[src/rtl/core/dfas_pkg.sv]
// Shared types, constants and digit functions of the decimal float adder.
package dfas_pkg;

   localparam int MANT_DIGITS  = 24;
   localparam int EXP_BITS     = 10;
   localparam int FIELD_DIGITS = 24;
   localparam int DIGIT_BITS   = 4;
   localparam int HALF_BITS    = 48;
   localparam int FIELD_BITS   = FIELD_DIGITS * DIGIT_BITS;
   localparam int MANT_BITS    = MANT_DIGITS * DIGIT_BITS;
   localparam int WIDE_DIGITS  = MANT_DIGITS + 1;
   localparam int WIDE_BITS    = WIDE_DIGITS * DIGIT_BITS;
   localparam int PAD_BITS     = FIELD_BITS - MANT_BITS;
   localparam int EXPW         = EXP_BITS + 2;
   localparam int GAP_BITS     = EXP_BITS + 1;
   localparam int CNT_BITS     = $clog2(WIDE_DIGITS + 1);

   localparam logic [3:0] DIGIT_MAX = 4'd9;
   localparam logic [4:0] RADIX     = 5'd10;
   localparam logic [4:0] RADIX2    = 5'd20;
   localparam logic [3:0] NEG_GUARD = 4'd5;

   typedef logic [DIGIT_BITS-1:0] digit_type;
   typedef logic [MANT_BITS-1:0]  mant_type;
   typedef logic [WIDE_BITS-1:0]  wide_type;
   typedef logic signed [EXPW-1:0] exp_type;
   typedef logic [CNT_BITS-1:0]   cnt_type;

   // Digit ALU operations
   typedef logic [2:0] alu_op_type;
   localparam alu_op_type ALU_HOLD  = 3'd0;
   localparam alu_op_type ALU_LOAD  = 3'd1;
   localparam alu_op_type ALU_ALIGN = 3'd2;
   localparam alu_op_type ALU_ADD   = 3'd3;
   localparam alu_op_type ALU_PREP  = 3'd4;
   localparam alu_op_type ALU_COMP  = 3'd5;

   // Normaliser operations
   typedef logic [1:0] nrm_op_type;
   localparam nrm_op_type NRM_HOLD  = 2'd0;
   localparam nrm_op_type NRM_EXP   = 2'd1;
   localparam nrm_op_type NRM_LOAD  = 2'd2;
   localparam nrm_op_type NRM_SHIFT = 2'd3;

   typedef struct packed {
      mant_type first_mant;
      mant_type second_mant;
      logic     first_neg;
      logic     sub;
      exp_type  big_exp;
      cnt_type  gap_cnt;
   } op_type;

   typedef struct packed {
      nrm_op_type op;
      logic       neg;
   } nrm_ctrl_type;

   typedef struct packed {
      logic done;
      logic zero;
   } nrm_stat_type;

   // Nibbles above nine read as nine
   function automatic mant_type cap_digits(input mant_type m);
      mant_type  r;
      digit_type nib;
      for (int i = 0; i < MANT_DIGITS; i++) begin
         nib = m[i*DIGIT_BITS +: DIGIT_BITS];
         r[i*DIGIT_BITS +: DIGIT_BITS] = (nib > DIGIT_MAX) ? DIGIT_MAX : nib;
      end
      return r;
   endfunction

   // One decimal digit step: optional nines' complement of either operand,
   // carry in 0..2. Returns {carry, digit}.
   function automatic logic [5:0] digit_add(input digit_type f, input logic inv_f,
                                             input digit_type s, input logic inv_s,
                                             input logic [1:0] cin);
      logic [4:0] fv;
      logic [4:0] sv;
      logic [4:0] t;
      logic [4:0] d;
      logic [1:0] c;
      fv = inv_f ? ({1'b0, DIGIT_MAX} - {1'b0, f}) : {1'b0, f};
      sv = inv_s ? ({1'b0, DIGIT_MAX} - {1'b0, s}) : {1'b0, s};
      t  = fv + sv + {3'b000, cin};
      if (t >= RADIX2) begin
         d = t - RADIX2;
         c = 2'd2;
      end else if (t >= RADIX) begin
         d = t - RADIX;
         c = 2'd1;
      end else begin
         d = t;
         c = 2'd0;
      end
      return {c, d[3:0]};
   endfunction

endpackage

[src/rtl/core/dfas_unpack.sv]
// Operand unpacking: digit capping, operand ordering by exponent, alignment gap.
module dfas_unpack (
   input  logic [dfas_pkg::HALF_BITS-1:0]       a_mant_hi,
   input  logic [dfas_pkg::HALF_BITS-1:0]       a_mant_lo,
   input  logic signed [dfas_pkg::EXP_BITS-1:0] a_exp,
   input  logic                                 a_neg,
   input  logic [dfas_pkg::HALF_BITS-1:0]       b_mant_hi,
   input  logic [dfas_pkg::HALF_BITS-1:0]       b_mant_lo,
   input  logic signed [dfas_pkg::EXP_BITS-1:0] b_exp,
   input  logic                                 b_neg,
   input  logic                                 subtract,
   output dfas_pkg::op_type                     op
);

   logic [dfas_pkg::FIELD_BITS-1:0] a_full;
   logic [dfas_pkg::FIELD_BITS-1:0] b_full;
   dfas_pkg::mant_type              a_mant;
   dfas_pkg::mant_type              b_mant;
   logic [dfas_pkg::GAP_BITS-1:0]   diff;
   logic [dfas_pkg::GAP_BITS-1:0]   gap;
   logic                            a_first;
   logic                            b_sign;
   logic                            big_gap;
   dfas_pkg::exp_type               ea;
   dfas_pkg::exp_type               eb;

   assign a_full = {a_mant_hi, a_mant_lo};
   assign b_full = {b_mant_hi, b_mant_lo};
   // leading digits only when the mantissa is shorter than the field
   assign a_mant = dfas_pkg::cap_digits(dfas_pkg::MANT_BITS'(a_full >> dfas_pkg::PAD_BITS));
   assign b_mant = dfas_pkg::cap_digits(dfas_pkg::MANT_BITS'(b_full >> dfas_pkg::PAD_BITS));

   assign ea = {{2{a_exp[dfas_pkg::EXP_BITS-1]}}, a_exp};
   assign eb = {{2{b_exp[dfas_pkg::EXP_BITS-1]}}, b_exp};

   assign diff    = {a_exp[dfas_pkg::EXP_BITS-1], a_exp} - {b_exp[dfas_pkg::EXP_BITS-1], b_exp};
   assign a_first = ~diff[dfas_pkg::GAP_BITS-1];   // equal exponents keep a first
   assign gap     = a_first ? diff : (~diff + 1'b1);
   assign big_gap = gap >= dfas_pkg::GAP_BITS'(dfas_pkg::MANT_DIGITS);
   assign b_sign  = b_neg ^ subtract;

   always_comb begin
      op.first_mant  = a_first ? a_mant : b_mant;
      op.second_mant = big_gap ? '0 : (a_first ? b_mant : a_mant);
      op.first_neg   = a_first ? a_neg : b_sign;
      op.sub         = a_first ? b_sign : a_neg;
      op.big_exp     = a_first ? ea : eb;
      op.gap_cnt     = big_gap ? '0 : dfas_pkg::CNT_BITS'(gap);
   end

endmodule

[src/rtl/core/dfas_digit_alu.sv]
// Digit-serial ten's complement adder: align shifter, add pass, complement pass.
module dfas_digit_alu (
   input  logic                   clock,
   input  dfas_pkg::alu_op_type   alu_op,
   input  dfas_pkg::op_type       op,
   output dfas_pkg::wide_type     sum,
   output dfas_pkg::digit_type    guard
);

   dfas_pkg::wide_type f_ff, f_in;
   dfas_pkg::wide_type s_ff, s_in;
   dfas_pkg::wide_type r_ff, r_in;
   logic [1:0]         c_ff, c_in;
   logic               fneg_ff, fneg_in;
   logic               sub_ff, sub_in;
   logic               comp;
   logic [5:0]         step;

   assign comp = (alu_op == dfas_pkg::ALU_COMP);
   // complement pass reuses the adder with the result fed back and no addend
   assign step = dfas_pkg::digit_add(comp ? r_ff[3:0] : f_ff[3:0], comp | fneg_ff,
                                     comp ? 4'd0 : s_ff[3:0], ~comp & sub_ff, c_ff);

   always_comb begin
      f_in    = f_ff;
      s_in    = s_ff;
      r_in    = r_ff;
      c_in    = c_ff;
      fneg_in = fneg_ff;
      sub_in  = sub_ff;
      case (alu_op)
         dfas_pkg::ALU_LOAD: begin
            f_in    = dfas_pkg::WIDE_BITS'(op.first_mant);
            s_in    = dfas_pkg::WIDE_BITS'(op.second_mant);
            c_in    = {1'b0, op.first_neg} + {1'b0, op.sub};
            fneg_in = op.first_neg;
            sub_in  = op.sub;
         end
         dfas_pkg::ALU_ALIGN: begin
            s_in = s_ff >> dfas_pkg::DIGIT_BITS;
         end
         dfas_pkg::ALU_ADD: begin
            f_in = f_ff >> dfas_pkg::DIGIT_BITS;
            s_in = s_ff >> dfas_pkg::DIGIT_BITS;
            r_in = {step[3:0], r_ff[dfas_pkg::WIDE_BITS-1:dfas_pkg::DIGIT_BITS]};
            c_in = step[5:4];
         end
         dfas_pkg::ALU_PREP: begin
            c_in = 2'd1;
         end
         dfas_pkg::ALU_COMP: begin
            r_in = {step[3:0], r_ff[dfas_pkg::WIDE_BITS-1:dfas_pkg::DIGIT_BITS]};
            c_in = step[5:4];
         end
         default: begin
         end
      endcase
   end

   always_ff @(posedge clock) begin
      f_ff    <= f_in;
      s_ff    <= s_in;
      r_ff    <= r_in;
      c_ff    <= c_in;
      fneg_ff <= fneg_in;
      sub_ff  <= sub_in;
   end

   assign sum   = r_ff;
   assign guard = r_ff[dfas_pkg::WIDE_BITS-1 -: dfas_pkg::DIGIT_BITS];

endmodule

[src/rtl/core/dfas_normalize.sv]
// Carry-out fix-up and leading-zero normaliser, one digit per cycle.
module dfas_normalize (
   input  logic                                 clock,
   input  dfas_pkg::nrm_ctrl_type               ctrl,
   input  dfas_pkg::exp_type                    exp_base,
   input  dfas_pkg::wide_type                   sum,
   output dfas_pkg::mant_type                   mant,
   output logic signed [dfas_pkg::EXP_BITS-1:0] res_exp,
   output logic                                 res_neg,
   output logic                                 exp_overflow,
   output dfas_pkg::nrm_stat_type               stat
);

   dfas_pkg::mant_type m_ff, m_in;
   dfas_pkg::exp_type  e_ff, e_in;
   logic               neg_ff, neg_in;
   dfas_pkg::cnt_type  cnt_ff, cnt_in;
   logic               top_zero;
   logic [2:0]         e_top;

   assign top_zero  = (m_ff[dfas_pkg::MANT_BITS-1 -: dfas_pkg::DIGIT_BITS] == '0);
   assign stat.zero = (cnt_ff == dfas_pkg::CNT_BITS'(dfas_pkg::MANT_DIGITS));
   assign stat.done = ~top_zero | stat.zero;

   always_comb begin
      m_in   = m_ff;
      e_in   = e_ff;
      neg_in = neg_ff;
      cnt_in = cnt_ff;
      case (ctrl.op)
         dfas_pkg::NRM_EXP: begin
            e_in = exp_base;
         end
         dfas_pkg::NRM_LOAD: begin
            neg_in = ctrl.neg;
            cnt_in = '0;
            if (sum[dfas_pkg::WIDE_BITS-1 -: dfas_pkg::DIGIT_BITS] != '0) begin
               // carry into guard: drop last digit, bump exponent
               m_in = sum[dfas_pkg::WIDE_BITS-1:dfas_pkg::DIGIT_BITS];
               e_in = e_ff + dfas_pkg::EXPW'(1);
            end else begin
               m_in = sum[dfas_pkg::MANT_BITS-1:0];
            end
         end
         dfas_pkg::NRM_SHIFT: begin
            if (!stat.done) begin
               m_in   = m_ff << dfas_pkg::DIGIT_BITS;
               e_in   = e_ff - dfas_pkg::EXPW'(1);
               cnt_in = cnt_ff + 1'b1;
            end
         end
         default: begin
         end
      endcase
   end

   always_ff @(posedge clock) begin
      m_ff   <= m_in;
      e_ff   <= e_in;
      neg_ff <= neg_in;
      cnt_ff <= cnt_in;
   end

   assign e_top        = e_ff[dfas_pkg::EXPW-1:dfas_pkg::EXP_BITS-1];
   assign mant         = m_ff;
   assign res_exp      = stat.zero ? '0 : e_ff[dfas_pkg::EXP_BITS-1:0];
   assign res_neg      = neg_ff & ~stat.zero;
   assign exp_overflow = ~stat.zero & (e_top != 3'b000) & (e_top != 3'b111);

endmodule

[src/rtl/core/decimal_float_add_sub.sv]
// Top level of the digit-serial decimal floating-point adder/subtractor.
//
// Request channel (req_*): two operands, each a 24-digit packed BCD mantissa
// (0.d1d2...), a signed exponent and a sign, plus subtract (a - b when set).
// A transaction is taken when req_valid is high and req_stall is low; the
// block works on one transaction at a time and holds req_stall high from the
// cycle after acceptance until its result has entered the output register.
// Response channel (rsp_*): normalised mantissa, exponent, sign and an
// exponent overflow flag, held in an output register until rsp_valid meets
// a low rsp_stall. A waiting result does not block the next request.
// After acceptance the second operand is shifted by the alignment gap (none
// when the gap reaches 24 digits or more, else the exponent difference), the
// operands are added, a negative ten's complement sum is complemented and the
// leading zeros are removed. The digit adder and the normaliser move one BCD
// digit per cycle; a new request may be taken once the result is registered.
// While rsp_stall holds a result, a finished transaction waits in its final
// state. Synchronous reset empties the output register and idles the block.
module decimal_float_add_sub (
   input  logic                                 clock,
   input  logic                                 reset,
   input  logic                                 req_valid,
   output logic                                 req_stall,
   input  logic [dfas_pkg::HALF_BITS-1:0]       req_a_mant_hi,
   input  logic [dfas_pkg::HALF_BITS-1:0]       req_a_mant_lo,
   input  logic signed [dfas_pkg::EXP_BITS-1:0] req_a_exp,
   input  logic                                 req_a_neg,
   input  logic [dfas_pkg::HALF_BITS-1:0]       req_b_mant_hi,
   input  logic [dfas_pkg::HALF_BITS-1:0]       req_b_mant_lo,
   input  logic signed [dfas_pkg::EXP_BITS-1:0] req_b_exp,
   input  logic                                 req_b_neg,
   input  logic                                 req_subtract,
   output logic                                 rsp_valid,
   input  logic                                 rsp_stall,
   output logic [dfas_pkg::HALF_BITS-1:0]       rsp_res_mant_hi,
   output logic [dfas_pkg::HALF_BITS-1:0]       rsp_res_mant_lo,
   output logic signed [dfas_pkg::EXP_BITS-1:0] rsp_res_exp,
   output logic                                 rsp_res_neg,
   output logic                                 rsp_exp_overflow
);

   // sequencer states
   localparam logic [2:0] S_IDLE  = 3'd0;
   localparam logic [2:0] S_ALIGN = 3'd1;
   localparam logic [2:0] S_ADD   = 3'd2;
   localparam logic [2:0] S_SIGN  = 3'd3;
   localparam logic [2:0] S_COMP  = 3'd4;
   localparam logic [2:0] S_NLOAD = 3'd5;
   localparam logic [2:0] S_NORM  = 3'd6;
   localparam logic [2:0] S_DONE  = 3'd7;

   logic [2:0]                       state_ff, state_in;
   dfas_pkg::cnt_type                cnt_ff, cnt_in;
   logic                             neg_ff, neg_in;
   logic                             rsp_valid_ff, rsp_valid_in;
   logic [dfas_pkg::HALF_BITS-1:0]   mant_hi_ff, mant_lo_ff;
   logic [dfas_pkg::EXP_BITS-1:0]    exp_ff;
   logic                             rneg_ff, ovf_ff;

   dfas_pkg::op_type                 op;
   dfas_pkg::alu_op_type             alu_op;
   dfas_pkg::wide_type               sum;
   dfas_pkg::digit_type              guard;
   dfas_pkg::nrm_ctrl_type           nrm_ctrl;
   dfas_pkg::nrm_stat_type           nrm_stat;
   dfas_pkg::mant_type               nrm_mant;
   logic signed [dfas_pkg::EXP_BITS-1:0] nrm_exp;
   logic                             nrm_neg;
   logic                             nrm_ovf;
   logic [dfas_pkg::FIELD_BITS-1:0]  res_full;
   logic                             req_accept;
   logic                             out_free;
   logic                             out_load;

   dfas_unpack u_unpack (
      .a_mant_hi (req_a_mant_hi),
      .a_mant_lo (req_a_mant_lo),
      .a_exp     (req_a_exp),
      .a_neg     (req_a_neg),
      .b_mant_hi (req_b_mant_hi),
      .b_mant_lo (req_b_mant_lo),
      .b_exp     (req_b_exp),
      .b_neg     (req_b_neg),
      .subtract  (req_subtract),
      .op        (op)
   );

   dfas_digit_alu u_alu (
      .clock  (clock),
      .alu_op (alu_op),
      .op     (op),
      .sum    (sum),
      .guard  (guard)
   );

   dfas_normalize u_normalize (
      .clock        (clock),
      .ctrl         (nrm_ctrl),
      .exp_base     (op.big_exp),
      .sum          (sum),
      .mant         (nrm_mant),
      .res_exp      (nrm_exp),
      .res_neg      (nrm_neg),
      .exp_overflow (nrm_ovf),
      .stat         (nrm_stat)
   );

   assign req_stall  = (state_ff != S_IDLE);
   assign req_accept = req_valid & ~req_stall;
   // output register takes a result when empty or being drained this cycle
   assign out_free   = ~rsp_valid_ff | ~rsp_stall;

   always_comb begin
      state_in     = state_ff;
      cnt_in       = cnt_ff;
      neg_in       = neg_ff;
      alu_op       = dfas_pkg::ALU_HOLD;
      nrm_ctrl.op  = dfas_pkg::NRM_HOLD;
      nrm_ctrl.neg = neg_ff;
      out_load     = 1'b0;
      case (state_ff)
         S_IDLE: begin
            if (req_accept) begin
               alu_op      = dfas_pkg::ALU_LOAD;
               nrm_ctrl.op = dfas_pkg::NRM_EXP;
               if (op.gap_cnt != '0) begin
                  state_in = S_ALIGN;
                  cnt_in   = op.gap_cnt;
               end else begin
                  state_in = S_ADD;
                  cnt_in   = dfas_pkg::CNT_BITS'(dfas_pkg::WIDE_DIGITS);
               end
            end
         end
         S_ALIGN: begin
            alu_op = dfas_pkg::ALU_ALIGN;
            cnt_in = cnt_ff - 1'b1;
            if (cnt_ff == dfas_pkg::CNT_BITS'(1)) begin
               state_in = S_ADD;
               cnt_in   = dfas_pkg::CNT_BITS'(dfas_pkg::WIDE_DIGITS);
            end
         end
         S_ADD: begin
            alu_op = dfas_pkg::ALU_ADD;
            cnt_in = cnt_ff - 1'b1;
            if (cnt_ff == dfas_pkg::CNT_BITS'(1)) begin
               state_in = S_SIGN;
            end
         end
         S_SIGN: begin
            // guard digit 5..9 marks a negative sum
            if (guard >= dfas_pkg::NEG_GUARD) begin
               neg_in   = 1'b1;
               alu_op   = dfas_pkg::ALU_PREP;
               cnt_in   = dfas_pkg::CNT_BITS'(dfas_pkg::WIDE_DIGITS);
               state_in = S_COMP;
            end else begin
               neg_in   = 1'b0;
               state_in = S_NLOAD;
            end
         end
         S_COMP: begin
            alu_op = dfas_pkg::ALU_COMP;
            cnt_in = cnt_ff - 1'b1;
            if (cnt_ff == dfas_pkg::CNT_BITS'(1)) begin
               state_in = S_NLOAD;
            end
         end
         S_NLOAD: begin
            nrm_ctrl.op = dfas_pkg::NRM_LOAD;
            state_in    = S_NORM;
         end
         S_NORM: begin
            if (nrm_stat.done) begin
               state_in = S_DONE;
            end else begin
               nrm_ctrl.op = dfas_pkg::NRM_SHIFT;
            end
         end
         S_DONE: begin
            if (out_free) begin
               out_load = 1'b1;
               state_in = S_IDLE;
            end
         end
         default: begin
            state_in = S_IDLE;
         end
      endcase
   end

   assign rsp_valid_in = out_load | (rsp_valid_ff & rsp_stall);
   // result digits sit at the top of the field, trailing digits zero
   assign res_full     = dfas_pkg::FIELD_BITS'(nrm_mant) << dfas_pkg::PAD_BITS;

   always_ff @(posedge clock) begin
      if (reset) begin
         state_ff     <= S_IDLE;
         cnt_ff       <= '0;
         neg_ff       <= 1'b0;
         rsp_valid_ff <= 1'b0;
      end else begin
         state_ff     <= state_in;
         cnt_ff       <= cnt_in;
         neg_ff       <= neg_in;
         rsp_valid_ff <= rsp_valid_in;
      end
   end

   always_ff @(posedge clock) begin
      if (out_load) begin
         mant_hi_ff <= res_full[dfas_pkg::FIELD_BITS-1:dfas_pkg::HALF_BITS];
         mant_lo_ff <= res_full[dfas_pkg::HALF_BITS-1:0];
         exp_ff     <= nrm_exp;
         rneg_ff    <= nrm_neg;
         ovf_ff     <= nrm_ovf;
      end
   end

   assign rsp_valid        = rsp_valid_ff;
   assign rsp_res_mant_hi  = mant_hi_ff;
   assign rsp_res_mant_lo  = mant_lo_ff;
   assign rsp_res_exp      = exp_ff;
   assign rsp_res_neg      = rneg_ff;
   assign rsp_exp_overflow = ovf_ff;

endmodule

[config.mk]
export PLATFORM = sky130hd
export DESIGN_NAME = decimal_float_add_sub
export DESIGN_NICKNAME = d
export VERILOG_FILES = /design/src/rtl/core/dfas_pkg.sv /design/src/rtl/core/dfas_unpack.sv /design/src/rtl/core/dfas_digit_alu.sv /design/src/rtl/core/dfas_normalize.sv /design/src/rtl/core/decimal_float_add_sub.sv
export SDC_FILE = /design/constraint.sdc
export NUM_CORES = 1
export LEC_CHECK = 0
export BUFFER_PORTS_ARGS = -buffer_cell sky130_fd_sc_hd__buf_2
export CAP_MARGIN = 20
export CORE_MARGIN = 1
export CORE_UTILIZATION = 60
export CTS_BUF_LIST = sky130_fd_sc_hd__clkbuf_8
export DETAILED_ROUTE_END_ITERATION = 10
export HOLD_SLACK_MARGIN = 0.02
export PLACE_DENSITY = 0.82
export SYNTH_ARGS = -nofsm -noshare
export SYNTH_HDL_FRONTEND = slang
export SYNTH_HIERARCHICAL = 1
export SYNTH_SLANG_ARGS = --single-unit
[constraint.sdc]
create_clock -name clock -period 9.25 [get_ports clock]
set_input_delay 1.85 -clock clock [delete_from_list [all_inputs] [get_ports clock]]
set_output_delay 1.85 -clock clock [all_outputs]
set_load 0.01 [all_outputs]
# Yosys cells after proc, flatten, opt, wreduce, memory -nomap -nowiden
# Index checks and enable logic that the tools add are counted.
[totals]
regBits = 536
latchBits = 0
mem_bits_rw = 0
rom_bits = 0
in_bits = 219
out_inout_bits = 110
wordCells = 246
memories = 0
[classes]
n_addsub = 13
mul = 0
div = 0
n_lt_le_gt_ge = 52
n_eq_ne = 27
shifts = 0
muxes = 98
bitwise = 18
n_reduce_logical = 19
[op_table]
columns = ["op", "n"]
rows = [
  ["2-to-1 mux 96 bit", 5],
  ["one-hot mux 100 bit (2 select lines)", 2],
  ["2-to-1 mux 4 bit", 52],
  ["> comparator 4 bit, second input constant", 48],
  ["one-hot mux 96 bit (2 select lines)", 1],
  ["2-to-1 mux 5 bit", 8],
  ["2-to-1 mux 12 bit", 3],
  ["one-hot mux 12 bit (3 select lines)", 1],
  ["one-hot mux 3 bit (8 select lines)", 1],
  ["2-to-1 mux 3 bit", 7],
  ["one-hot mux 5 bit (4 select lines)", 1],
  ["== test 3 bit, second input constant", 6],
  ["inequality test 2 bit, second input constant", 8],
  ["one-hot mux 3 bit (5 select lines)", 1],
  ["adder 12 x 2 -> 12 bit, second input constant", 1],
  ["== test 3 x 2 -> 1 bit, second input constant", 4],
  ["one-hot mux 2 bit (3 select lines)", 2],
  ["nonzero test 3 bit", 4],
  ["subtractor 12 x 2 -> 12 bit, second input constant", 1],
  ["adder 11 x 1 -> 11 bit, second input constant", 1],
  [">= comparator 11 x 5 -> 1 bit, second input constant", 1],
  ["2-to-1 mux 11 bit", 1],
  ["inverter 11 bit", 1],
  ["subtractor 10 x 10 -> 11 bit", 1],
  ["other kinds (34)", 66],
]

# Longest topological paths before layout
[depth]
ltp_word = 15
mapped_depth = 22
ltp_nobuf = 20

# Cells and area by module
# Netlist, hierarchy kept.
[by_module_without_submodules]
columns = ["mod", "n_inst", "cells_per_inst", "area_per_inst_um2", "seq_area_each_um2"]
rows = [
  ["dfas_digit_alu", 1, 606, 11811.3, 8888.5],
  ["dfas_normalize", 1, 560, 6223.5, 3423.3],
  ["dfas_unpack", 1, 873, 5519.0, 0.0],
  ["decimal_float_add_sub", 1, 223, 4159.0, 3443.3],
]

# Worst setup path after synthesis
# No wires, ideal clock.
[synth_path]
kind = "input-to-reg"
startpoint = "in req_valid"
endpoint = "reg u_alu.c_ff[0] (data pin)"
setup_time_ns = 0.390
t_arrival_ns = 7.549
required_ns = 8.860
slack_ns = 1.312
path_stages = 10
path_buffers = 2
cell_sequence = "nor2_1 -> o21a_1 -> nor2_1 -> nand2_1 -> inv_1 -> nand2_2 -> buf_4 -> buf_4 -> nand2_1 -> a22oi_1"
[synth_between]
elab_chain_cells = 13
elab_cells_between_ends = 24
cone_classes = "4 x add/sub; 2 x order compare; 4 x eq/ne; 9 x mux; 4 x bitwise; 1 x reduce/logical"
[synth_lines]
columns = ["element", "line", "rtl"]
rows = [
  ["from (decl)", "decimal_float_add_sub.sv:21", "input logic req_valid,"],
  ["bitwise AND 1 bit *", "decimal_float_add_sub.sv:108", "assign req_accept = req_valid & ~req_stall;"],
  ["2-to-1 mux 1 bit *", "decimal_float_add_sub.sv:122", "if (req_accept) begin"],
  ["one-hot mux 3 bit (5 select lines) *", "decimal_float_add_sub.sv:120", "case (state_ff)"],
  ["via alu_op[0]", "decimal_float_add_sub.sv:60", "dfas_pkg::alu_op_type alu_op;"],
  ["== test 3 bit", "dfas_digit_alu.sv:19, dfas_digit_alu.sv:31", ""],
  ["2-to-1 mux 4 bit, or another cell as far along", "dfas_digit_alu.sv:21", "assign step = dfas_pkg::digit_add(comp ? r_ff[3:0] : f_ff[3:0], comp | fneg_ff,"],
  ["subtractor 4 x 4 -> 5 bit, or another cell as far along", "dfas_pkg.sv:85", "fv = inv_f ? ({1'b0, DIGIT_MAX} - {1'b0, f}) : {1'b0, f};"],
  ["2-to-1 mux 5 bit, on equally long branches", "dfas_pkg.sv:85, dfas_pkg.sv:86", ""],
  ["adder 5 bit", "dfas_pkg.sv:87", "t = fv + sv + {3'b000, cin};"],
  ["adder 5 x 2 -> 5 bit", "dfas_pkg.sv:87", ""],
  [">= comparator 5 x 4 -> 1 bit", "dfas_pkg.sv:91", "end else if (t >= RADIX) begin"],
  ["2-to-1 mux 1 bit", "dfas_pkg.sv:91", ""],
  ["2-to-1 mux 2 bit", "dfas_pkg.sv:88", "if (t >= RADIX2) begin"],
  ["one-hot mux 2 bit (3 select lines) *", "dfas_digit_alu.sv:31", "case (alu_op)"],
  ["via u_alu.c_in[0]", "dfas_digit_alu.sv:13", "logic [1:0] c_ff, c_in;"],
  ["to (signal assigned)", "dfas_digit_alu.sv:64", "c_ff <= c_in;"],
  ["to (decl)", "dfas_digit_alu.sv:13", ""],
]
# Mark *: on every way through the listed nets, which the timed path passes. The rest lies on a longest branch.
# A chain may end at the register's enable or synchronous reset.

==> results_dict.tcl <==
set metrics [dict create \
    dieArea_um2 47000 \
    hold_viol_final 0 \
    placed_area_um2 29400 \
    ant_nets 0 \
    grt_pass1_vias 19128 \
    worstSetupStartpointType "input pin" \
    pin_count 329 \
    drive_above_1_share 0.306 \
    maxCapViolCount 0 \
    clock-root-buffer "clkbuf_8" \
    path_class "in2reg" \
    ctsResizeCount 0 \
    die_h_um 217 \
    fin_tns_setup_ps 0 \
    holdBufCountCts 0 \
    path_clk_slew_ps 60 \
    dp_hpwl_um 42700 \
    overflow 0 \
    drt_pass1_iterations 5 \
    synth_area_um2 27700 \
    power.total_uw 9870 \
    combinationalPowerShare 0.359 \
    cts_setup_buffers 0 \
    grt_pass1_wl_um 101000 \
    switching_share 0.360 \
    fp.dieW_um 217 \
    clkLatencyLatePin_ps 660 \
    period_minus_slack_ps 6660 \
    clkSinkCount 528 \
    h-tree-depth 3 \
    grt_start_max_net_pins 105 \
    coreArea_um2 45500 \
    irDropWorstVdd_mv 0.225 \
    intPower_uw 6320 \
    numCtsBuffers 85 \
    switchingPower_uw 3560 \
    dr_total_vias 19391 \
    fin_skew_ps 28.2 \
    wl_um 63600 \
    grt_usage 0.269 \
    crit_fanout 103 \
    avgRoutedWirePerCell_um 19.7 \
    fin_crit_sh 0.720 \
    rsz0062_at_grt "false" \
    place_congestion 0.907 \
    area_delta_synth_final_pct 12.6 \
    powerDensity_nw_per_um2 316 \
    max-slew-margin-rel 0.280 \
    final_core_util 0.686 \
    finalNonFillerCells 3222 \
    std_cell_rows 78 \
    finalNetCount 2795 \
    seq_power_share 0.441 \
    numPortBuffers 328 \
    viasPerCell 6.02 \
    pwr-share-clk 0.200 \
    cp.required_ps 9630 \
    outcome "complete, no violations" \
    fmax_mhz 150 \
    leakage_uw 0.0111 \
    setup-violations-final 0 \
    clock_path_buffers 3 \
    cts_tree "yes" \
    syn_inst 2261 \
    hold_class "reg2reg" \
    drc 0 \
    worstPathArrival_ps 7050 \
    slew_viol_final 0 \
    avgSynthCellArea_um2 12.3 \
    drt_iter0_markers 1875 \
    antenna_found_initial 15 \
    crit_path_end_kind "flip-flop" \
    start_util 0.609 \
    syn_nets 2510 \
    dp_cells 3056 \
    final_area_um2 31200 \
    worst_pin_slew_ps 1080 \
    yosys_warnings 6 \
]
[final timing paths]
| check | startpoint | end | slack (ps) | depth (start not counted) |
|---|---|---|---|---|
| max | req_a_exp[0] | u_alu/s_ff[80] | 2590 | 15 |
| min | neg_ff | u_normalize/neg_ff | 440 | 0 |
| max reg2reg | state_ff[2] | u_alu/sum[97] | 4100 | 18 |
| min reg2reg | neg_ff | u_normalize/neg_ff | 440 | 0 |
[per-stage QoR]
step	worst slack (ps)	hold slack [ps]
after floorplan	1310	402
after global placement	2190	418
after detailed placement	2010	419
after CTS	2710	441
after global routing	2330	455
final	2590	440
[power by group through the flow]
stage | registers (µW) | clock network [µW] | logic [µW]
4_1_cts | 4360 | 2020 | 3490
6_report | 4350 | 1980 | 3540
3_3_place_gp | 4360 | 0 | 3290
2_1_floorplan | 4240 | 0 | 2790
5_1_grt | 4430 | 2120 | 3840
3_5_place_dp | 4390 | 0 | 3460
[cell usage in the layout, fill, tap and decap left out, types with 9 or more instances in the layout]
cell type and instances:
edfxtp_1 518, buf_2 328, o21ai_0 217, nand2_1 208
mux2_2 193, inv_1 107, nor3_2 101, mux2i_1 97
clkbuf_8 86, a31oi_1 78, a21oi_1 71, nor2_1 67
nand3b_1 51, nor3b_1 49, nand3_1 38, nor3_1 37
o21a_1 29, o31ai_1 29, ha_1 27, and2_1 23
clkinv_1 22, buf_4 21, xnor2_1 20, xor2_1 19
dfxtp_1 10, nand2b_1 9, clkinv_2 9, and3_1 9
[layout make-up]
cell class,instances,area [µm²]
multi-input combinational,1495,10800
fill,3246,14300
antenna,7,17.5
sequential,528,15800
tap,600,751
inverter,84,319
timing repair buffer,352,1870
clock inverter,70,477
clock buffer,86,1180
[flip-flops by register name (all words and copies together), names as in the netlist]
register and flops:
neg_ff 1, state_ff 3, rsp_res_neg 1, cnt_ff 5, u_normalize/mant 96, u_normalize/cnt_ff 5, u_alu/c_ff 2, rsp_res_mant_hi 48
u_normalize/e_ff 12, u_alu/f_ff 96, rsp_res_mant_lo 48, u_alu/sub_ff 1, rsp_exp_overflow 1, rsp_res_exp 10, u_alu/sum 100, u_alu/fneg_ff 1
u_alu/s_ff 96, u_normalize/neg_ff 1, rsp_valid 1
[critical path: stages]
cell	delay [ps]
buf_2	100
inv_1	60
ha_1	190
inv_1	60
fa_1	420
a21oi_2	270
o211ai_1	270
o21ai_4	580
buf_4	800
o2bb2ai_1	210
a21oi_4	290
buf_4	570
buf_4	840
nor3_2	110
mux2_2	300
[metal layers]
layer  wire (µm)  global-route usage  up-vias
li1            -                   -     9089
met1       26800               0.359     9390
met2       31000               0.443      760
met3        4260              0.0539      130
met4        1430              0.0864       22
met5         131                   0        -
No activity file was read; power rests on OpenSTA's default activity.
